### config.mk
export PLATFORM = sky130hd
export DESIGN_NAME = humidity_temperature_compensation
export DESIGN_NICKNAME = d
export VERILOG_FILES = /design/src/htc_pkg.sv /design/src/htc_div.sv /design/src/humidity_temperature_compensation.sv
export SDC_FILE = /design/constraint.sdc
export NUM_CORES = 2
export LEC_CHECK = 0
export BUFFER_PORTS_ARGS = -buffer_cell sky130_fd_sc_hd__buf_4
export CORE_UTILIZATION = 60
export DETAILED_ROUTE_END_ITERATION = 12
export PLACE_DENSITY = 0.76
export SETUP_SLACK_MARGIN = 0.4
export SLEW_MARGIN = 25
export SYNTH_ARGS = -nofsm -noshare
export SYNTH_HDL_FRONTEND = slang
export SYNTH_SLANG_ARGS = --single-unit
### constraint.sdc
create_clock -name clk -period 10.3 [get_ports clk]
set_clock_uncertainty 0.05 [all_clocks]
set_input_delay 2.06 -clock clk [delete_from_list [all_inputs] [get_ports clk]]
set_output_delay 2.06 -clock clk [all_outputs]
set_load 0.01 [all_outputs]
### src/htc_pkg.sv
// Shared types and constants for the humidity and temperature compensation pipeline.
package htc_pkg;

  localparam int unsigned RAW_T_W  = 14;
  localparam int unsigned RAW_H_W  = 12;
  localparam int unsigned OFFSET_W = 13;
  localparam int unsigned TEMP_W   = 15;
  localparam int unsigned HUM_W    = 14;
  localparam int unsigned DIV_W    = 32;

  localparam logic signed [OFFSET_W-1:0] OFFSET_RESET = -13'sd3970;
  localparam logic signed [15:0]         TEMP_MAX     = 16'sd16383;
  localparam logic signed [16:0]         TEMP_REF     = 17'sd2500;
  localparam logic signed [16:0]         SLOPE_BASE   = 17'sd1000;
  localparam logic        [18:0]         LIN_COEF     = 19'd367000;
  localparam logic signed [32:0]         RH_OFFSET    = 33'sd20468000;
  localparam logic        [13:0]         QUAD_COEF    = 14'd15955;
  localparam logic signed [43:0]         SCALE_1000   = 44'sd1000;
  localparam logic signed [43:0]         RH_HIGH      = 44'sd1000000000000;
  localparam logic signed [43:0]         RH_LOW       = 44'sd100000000;
  localparam logic        [HUM_W-1:0]    HUM_MAX      = 14'd10000;
  localparam logic        [HUM_W-1:0]    HUM_MIN      = 14'd1;

  // x / 390625 = (x * DIV_RECIP) >> DIV_SHIFT, low by at most one
  localparam logic [18:0]      DIV_CONST = 19'd390625;
  localparam logic [DIV_W-1:0] DIV_RECIP = 32'd2882303761;
  localparam int unsigned      DIV_SHIFT = 50;

  localparam int unsigned LATENCY = 7;

  typedef struct packed {
    logic              valid;
    logic              over;
    logic              under;
    logic [TEMP_W-1:0] temperature;
  } tag_t;

endpackage

### src/htc_div.sv
// Two-stage divide by 390625: reciprocal multiply, then one-step correction.
module htc_div (
  input  logic                      clk,
  input  logic                      rst,
  input  htc_pkg::tag_t             in_tag,
  input  logic [htc_pkg::DIV_W-1:0] in_x,
  output htc_pkg::tag_t             out_tag,
  output logic [htc_pkg::HUM_W-1:0] out_q
);

  htc_pkg::tag_t                 est_tag;
  logic [htc_pkg::DIV_W-1:0]     est_x;
  logic [htc_pkg::HUM_W-1:0]     est_q;
  logic [2*htc_pkg::DIV_W-1:0]   prod;
  logic [htc_pkg::DIV_W:0]       back;
  logic [htc_pkg::DIV_W:0]       rem;
  logic [htc_pkg::HUM_W-1:0]     q_next;

  assign prod = in_x * htc_pkg::DIV_RECIP;

  assign back   = (htc_pkg::DIV_W+1)'(est_q * htc_pkg::DIV_CONST);
  assign rem    = {1'b0, est_x} - back;
  assign q_next = (rem >= (htc_pkg::DIV_W+1)'(htc_pkg::DIV_CONST)) ? est_q + 1'b1 : est_q;

  always_ff @(posedge clk) begin
    if (rst) begin
      est_tag.valid <= 1'b0;
      out_tag.valid <= 1'b0;
    end else begin
      est_tag.valid <= in_tag.valid;
      out_tag.valid <= est_tag.valid;
    end
    est_tag.over        <= in_tag.over;
    est_tag.under       <= in_tag.under;
    est_tag.temperature <= in_tag.temperature;
    est_x               <= in_x;
    est_q               <= prod[htc_pkg::DIV_SHIFT +: htc_pkg::HUM_W];

    out_tag.over        <= est_tag.over;
    out_tag.under       <= est_tag.under;
    out_tag.temperature <= est_tag.temperature;
    out_q               <= q_next;
  end

  a_est_close: assert property (@(posedge clk) disable iff (rst)
    est_tag.valid && !est_tag.over && !est_tag.under
      |-> rem < (htc_pkg::DIV_W+1)'(2 * htc_pkg::DIV_CONST))
    else $error("reciprocal estimate off by more than one");

  a_valid_flow: assert property (@(posedge clk) disable iff (rst)
    in_tag.valid |-> ##2 out_tag.valid)
    else $error("divider lost a transfer");

  a_no_extra: assert property (@(posedge clk) disable iff (rst)
    out_tag.valid |-> $past(in_tag.valid, 2))
    else $error("divider produced an extra transfer");

endmodule

### src/humidity_temperature_compensation.sv
// Top level: temperature scaling and humidity linearization with temperature compensation.
//
//  channel  | signals                                   | transfer
//  ---------+-------------------------------------------+---------------------------
//  input    | start, busy, raw_temperature, raw_humidity| start && !busy at clk edge
//  config   | cfg_valid, cfg_ready, cfg_data            | cfg_valid && cfg_ready
//  result   | done, temperature, humidity               | done high for one cycle
//
//  Seven register stages; one transfer per cycle.
//  Depth set by the humidity polynomial and the reciprocal divide by 1e8.
//  busy is high only during reset; rst clears all stage valid bits and sets the offset to OFFSET_RESET.
//  The receiver cannot stall, so the pipeline never holds.
module humidity_temperature_compensation (
  input  logic                                clk,
  input  logic                                rst,
  input  logic                                start,
  output logic                                busy,
  input  logic [htc_pkg::RAW_T_W-1:0]         raw_temperature,
  input  logic [htc_pkg::RAW_H_W-1:0]         raw_humidity,
  input  logic                                cfg_valid,
  output logic                                cfg_ready,
  input  logic signed [htc_pkg::OFFSET_W-1:0] cfg_data,
  output logic                                done,
  output logic signed [htc_pkg::TEMP_W-1:0]   temperature,
  output logic [htc_pkg::HUM_W-1:0]           humidity
);

  logic                                accept;
  logic signed [htc_pkg::OFFSET_W-1:0] temp_offset;
  logic signed [15:0]                  sum;

  logic                        s1_valid;
  logic [htc_pkg::TEMP_W-1:0]  s1_tc;
  logic [htc_pkg::RAW_H_W-1:0] s1_h;

  logic signed [16:0]          tdel;
  logic signed [16:0]          slope;
  logic signed [33:0]          p1_full;
  logic                        s2_valid;
  logic [htc_pkg::TEMP_W-1:0]  s2_tc;
  logic signed [31:0]          s2_p1;
  logic [23:0]                 s2_hh;
  logic [30:0]                 s2_lin;

  logic                        s3_valid;
  logic [htc_pkg::TEMP_W-1:0]  s3_tc;
  logic signed [32:0]          s3_a;
  logic [37:0]                 s3_q2;

  logic signed [43:0]          s_full;
  htc_pkg::tag_t               s4_tag;
  logic [htc_pkg::DIV_W-1:0]   s4_x;

  htc_pkg::tag_t               div_tag;
  logic [htc_pkg::HUM_W-1:0]   div_q;

  assign busy      = rst;
  assign cfg_ready = 1'b1;
  assign accept    = start && !busy;

  always_ff @(posedge clk) begin
    if (rst) begin
      temp_offset <= htc_pkg::OFFSET_RESET;
    end else if (cfg_valid && cfg_ready) begin
      temp_offset <= cfg_data;
    end
  end

  // stage 1: temperature with saturation
  assign sum = {{3{temp_offset[htc_pkg::OFFSET_W-1]}}, temp_offset} + {2'b00, raw_temperature};

  // stage 2: products
  assign tdel    = {{2{s1_tc[htc_pkg::TEMP_W-1]}}, s1_tc} - htc_pkg::TEMP_REF;
  assign slope   = htc_pkg::SLOPE_BASE + {2'b00, s1_h, 3'b000};
  assign p1_full = tdel * slope;

  // stage 4: full scaled sum, in units of 1e-10 percent
  assign s_full = {{11{s3_a[32]}}, s3_a} * htc_pkg::SCALE_1000 - $signed({6'b0, s3_q2});

  always_ff @(posedge clk) begin
    if (rst) begin
      s1_valid     <= 1'b0;
      s2_valid     <= 1'b0;
      s3_valid     <= 1'b0;
      s4_tag.valid <= 1'b0;
      done         <= 1'b0;
    end else begin
      s1_valid     <= accept;
      s2_valid     <= s1_valid;
      s3_valid     <= s2_valid;
      s4_tag.valid <= s3_valid;
      done         <= div_tag.valid;
    end
    s4_tag.temperature <= s3_tc;
    s4_tag.over        <= s_full > htc_pkg::RH_HIGH;
    s4_tag.under       <= s_full < htc_pkg::RH_LOW;
  end

  always_ff @(posedge clk) begin
    s1_tc <= (sum > htc_pkg::TEMP_MAX) ? htc_pkg::TEMP_MAX[htc_pkg::TEMP_W-1:0]
                                       : sum[htc_pkg::TEMP_W-1:0];
    s1_h  <= raw_humidity;

    s2_tc  <= s1_tc;
    s2_p1  <= p1_full[31:0];
    s2_hh  <= s1_h * s1_h;
    s2_lin <= 31'(s1_h * htc_pkg::LIN_COEF);

    s3_tc <= s2_tc;
    s3_a  <= $signed({2'b00, s2_lin}) + {s2_p1[31], s2_p1} - htc_pkg::RH_OFFSET;
    s3_q2 <= 38'(s2_hh * htc_pkg::QUAD_COEF);

    s4_x <= s_full[39:8];

    temperature <= div_tag.temperature;
    humidity    <= div_tag.over  ? htc_pkg::HUM_MAX :
                   div_tag.under ? htc_pkg::HUM_MIN : div_q;
  end

  htc_div u_div (
    .clk     (clk),
    .rst     (rst),
    .in_tag  (s4_tag),
    .in_x    (s4_x),
    .out_tag (div_tag),
    .out_q   (div_q)
  );

  a_hum_range: assert property (@(posedge clk) disable iff (rst)
    done |-> humidity >= htc_pkg::HUM_MIN && humidity <= htc_pkg::HUM_MAX)
    else $error("humidity outside clamp range");

  a_result_follows: assert property (@(posedge clk) disable iff (rst)
    accept |-> ##(htc_pkg::LATENCY) done)
    else $error("accepted transfer produced no result");

  a_no_spurious: assert property (@(posedge clk) disable iff (rst)
    done |-> $past(accept, htc_pkg::LATENCY))
    else $error("result without an accepted transfer");

endmodule

==> impl_summary.txt <==
----------------------------------------------------
[Critical path]
  Largest incremental delay on the critical path ... roughly 750 ps
  Worst setup path category ... reg2reg
  Startpoint class of the critical path ... register
  Count of buffer and inverter cells on the critical path ... 4
  Cell family with the largest share of critical-path delay ... adder cells
  CP dominant cell by count ... fa_1
  Critical Path AT ... approximately 9400 ps
  Endpoint type of the worst setup path ... register
  Largest fanout of any net on the critical path ... 13
  Crit path max-delay cell type ... dfxtp_1
  Required @ worst endpoint ... about 11000 ps

[Layout]
  Layout cell share with drive strength beyond 1 ... just under 4%
  Fill cell count ... 8084
  Combined flip-flop and latch cell area ... roughly 7900 um^2
  Number of nets in the final layout ... between 8000 and 9000
  Relative area change from synthesis to final layout ... 6.71%
  Post-route core utilization ... 65.1%
  Multi-input gate area in the final layout ... ~47000 um^2

[Drt]
  Detail-routed via count per cell ... around 5.4
  Initial drt markers ... ~2400
  Number of nets with antenna violations after detailed routing ... 0
  Average routed wire per standard cell ... about 18 um
  Wirelength, routed ... between 100 and 150 mm
  Total number of vias ... ~42000
  Detailed-routing iteration count for the pre-antenna-repair pass ... 5
  Residual DRC ... 0

[Timing]
  Maximum operating frequency ... 0.112 GHz
  RSZ-0062 raised after global routing ... false
  Slew Limit Fails ... 0
  Final number of hold-violating endpoints ... 0
  Final worst path period need ... around 9000 ps
  Portion of the clock cycle consumed by the worst path in the final layout ... between 80% and 90%
  Relative slew slack ... 34.2%
  Final setup TNS ... 0 ps
  Slew at the pin closest to its max-slew limit ... 972 ps
  Post-Route Hold Slack ... between 200 and 300 ps
  Final setup viols ... 0

[Status]
  Result of the run ... complete, no violations

[Clocking]
  Clock sink total ... 395
  Htree depth ... 2
  CTS tree ... built
  Clock latency of the later-clocked register in the worst-skew pair ... approximately 640 ps
  Buffers inserted by post-CTS timing repair ... 0
  Number of gates resized after CTS ... 0
  Clock-pin transition on the worst setup and hold timing paths ... approximately 60 ps
  Maximum number of buffers from clock root to sink ... 3
  Number of buffers inserted for hold repair after clock tree synthesis ... 0
  Root buf cell ... clkbuf_16
  Number of buffers inserted during clock tree synthesis ... 46

[Placement]
  Total half-perimeter wirelength after legalization and detailed placement ... 124 mm
  Final weighted congestion in routability-driven placement ... between 0.9 and 1
  IO Port Bufs ... 73

[Synthesis]
  Post-synth ARST share ... 0%
  Number of register bits inferred by synthesis ... around 400
  Distinct cells, synth ... 92
  XOR/XNOR Fraction of Synth Area ... 4.03%
  Share of synthesized cell area in full adder, half adder and majority cells ... between 50 and 60%
  Yosys synthesis warning count ... 0
  Syn Inst Count ... between 6000 and 7000
  Simple-gate area share of the yosys netlist ... ~7.5%
  Synthesized area ... 61400 um^2
  Most common flop cell mapped by yosys ... dfxtp_1
  Average instance area after synthesis ... between 9 and 10 um^2
  Fraction of the yosys area taken by sequential cells ... about an eighth
  Multiplexer fraction of the synthesized cell area ... less than 1%
  Number of synthesized flops with an enable pin ... 0
  Post-Synthesis Net Count ... between 8000 and 9000
  Main combinational cell family by area after synthesis ... adder cells
  Area fraction in compound gates after synthesis ... 7.67%

[GRT]
  Combined global-route utilization of all metal layers ... 28.6%
  Pin count of the biggest net entering global routing ... 22
  Initial antenna violation count ... 6
  Final global-route overflow total ... 0
  Wire length of the first global-routing pass ... 231 mm
  Via count of the first global-routing pass ... between 40000 and 50000

[Die]
  Placeable core region ... between 100000 and 150000 um^2
  Overall die area ... a little over 100000 um^2
  Floorplan die height ... ~320 um
  Row count ... 116
  I/O pin total ... 75
  Die Wd ... between 300 and 400 um
  Starting density of the core ... 61.0%

[Worst hold path]
  Class of the tightest hold or removal check ... reg2reg

[Job]
  Count of max-cap constraint violations ... 0

----------------------------------------------------
[state kept, by name, summed over array words and instances (netlist names), 23 cells and up]
| name | flops |
|---|---|
| s4_x | 32 |
| s3_a | 30 |
| u_div.est_x | 32 |
| s2_hh | 23 |
| s2_lin | 27 |
| s3_q2 | 37 |
| s2_p1 | 29 |
[final cells by class]
type / instances / share of cell area, %
multi-input combinational: 4145 / 71.7
sequential: 395 / 12.1
inverter: 1693 / 9.70
tap: 1357 / 2.59
clock buffer: 59 / 1.97
timing repair buffer: 121 / 1.39
clock inverter: 26 / 0.540
antenna: 2 / 0.00764
[metrics by stage]
step	cells	cell area [um^2]	setup slack (ps)
3_5_place_dp	7711	63900	1410
6_report	7798	65500	1340
2_1_floorplan	6273	61400	2500
5_1_grt	7796	65500	801
4_1_cts	7796	65500	1400
3_3_place_gp	7711	63900	1680
[metal layers]
metal,global-route usage (%),vias up,share of wire (%)
met3,4.09,321,5.8
met2,49.6,1212,49
met5,0,-,0.046
met1,35.7,20700,41
met4,11.6,8,4.6
li1,-,19900,-
[worst paths after layout]
check	start	end	slack (ps)	cells after the start
hold / removal	s4_tag[16]$_DFF_P_	u_div.est_tag[16]$_DFF_P_	270	0
setup reg to reg	s1_h[2]$_DFF_P_	s2_p1[31]$_DFF_P_	1340	28
hold reg to reg	s4_tag[16]$_DFF_P_	u_div.est_tag[16]$_DFF_P_	270	0
setup / recovery	s1_h[2]$_DFF_P_	s2_p1[31]$_DFF_P_	1340	28
[Yosys cell counts, types with 8 or more instances]
cell type / number / area share [%]
or4_1: 9 / 0.11
a2111oi_0: 10 / 0.14
xor2_1: 62 / 0.88
nand3_1: 56 / 0.46
o2111ai_1: 8 / 0.11
o41ai_1: 10 / 0.14
nor2_1: 339 / 2.1
o31a_1: 8 / 0.11
o211ai_1: 17 / 0.21
and2_1: 39 / 0.40
dfxtp_1: 395 / 13
or2_2: 23 / 0.23
fa_1: 1035 / 34
xnor2_1: 218 / 3.1
o31ai_1: 14 / 0.17
o21bai_1: 38 / 0.46
a21oi_1: 201 / 1.6
nor3_1: 70 / 0.57
nor2b_1: 51 / 0.52
mux2i_1: 10 / 0.16
nand2_1: 212 / 1.3
a31oi_1: 27 / 0.28
a211o_1: 23 / 0.33
a21boi_0: 8 / 0.098
ha_1: 1140 / 23
o21ai_0: 117 / 0.95
or3_1: 15 / 0.15
a21o_1: 83 / 1.0
a211oi_1: 27 / 0.33
inv_1: 1685 / 10
nand2b_1: 54 / 0.55
clkbuf_1: 37 / 0.23
and3_1: 28 / 0.29
clkinv_1: 8 / 0.049
o21a_1: 42 / 0.51
nand4_1: 23 / 0.23
[cell usage in the layout, fill, tap and decap left out, types with 39 or more instances in the layout]
cell,synthesis,final
nor2_1,339,339
ha_1,1140,1140
nand3_1,56,56
nor3_1,70,70
and2_1,39,39
inv_1,1685,1685
xnor2_1,218,216
dfxtp_1,395,395
fa_1,1035,1035
nand2_1,212,212
xor2_1,62,62
o21a_1,42,42
nor2b_1,51,51
a21o_1,83,83
o21ai_0,117,117
buf_4,2,121
nand2b_1,54,54
a21oi_1,201,201
clkbuf_16,0,46
[cells by family after synthesis]
kind of cell,after synthesis
adders and majority gates,2175
buffers and inverters,1733
and+or+nand+nor,963
AOI/OAI and AO/OA,708
DFF,395
xor gates and xnor gates,281
muxes,17
other,1
Power is left out: the tool's default activity adds up to more than one toggle a clock period on the data nets, which glitch-free logic cannot reach.
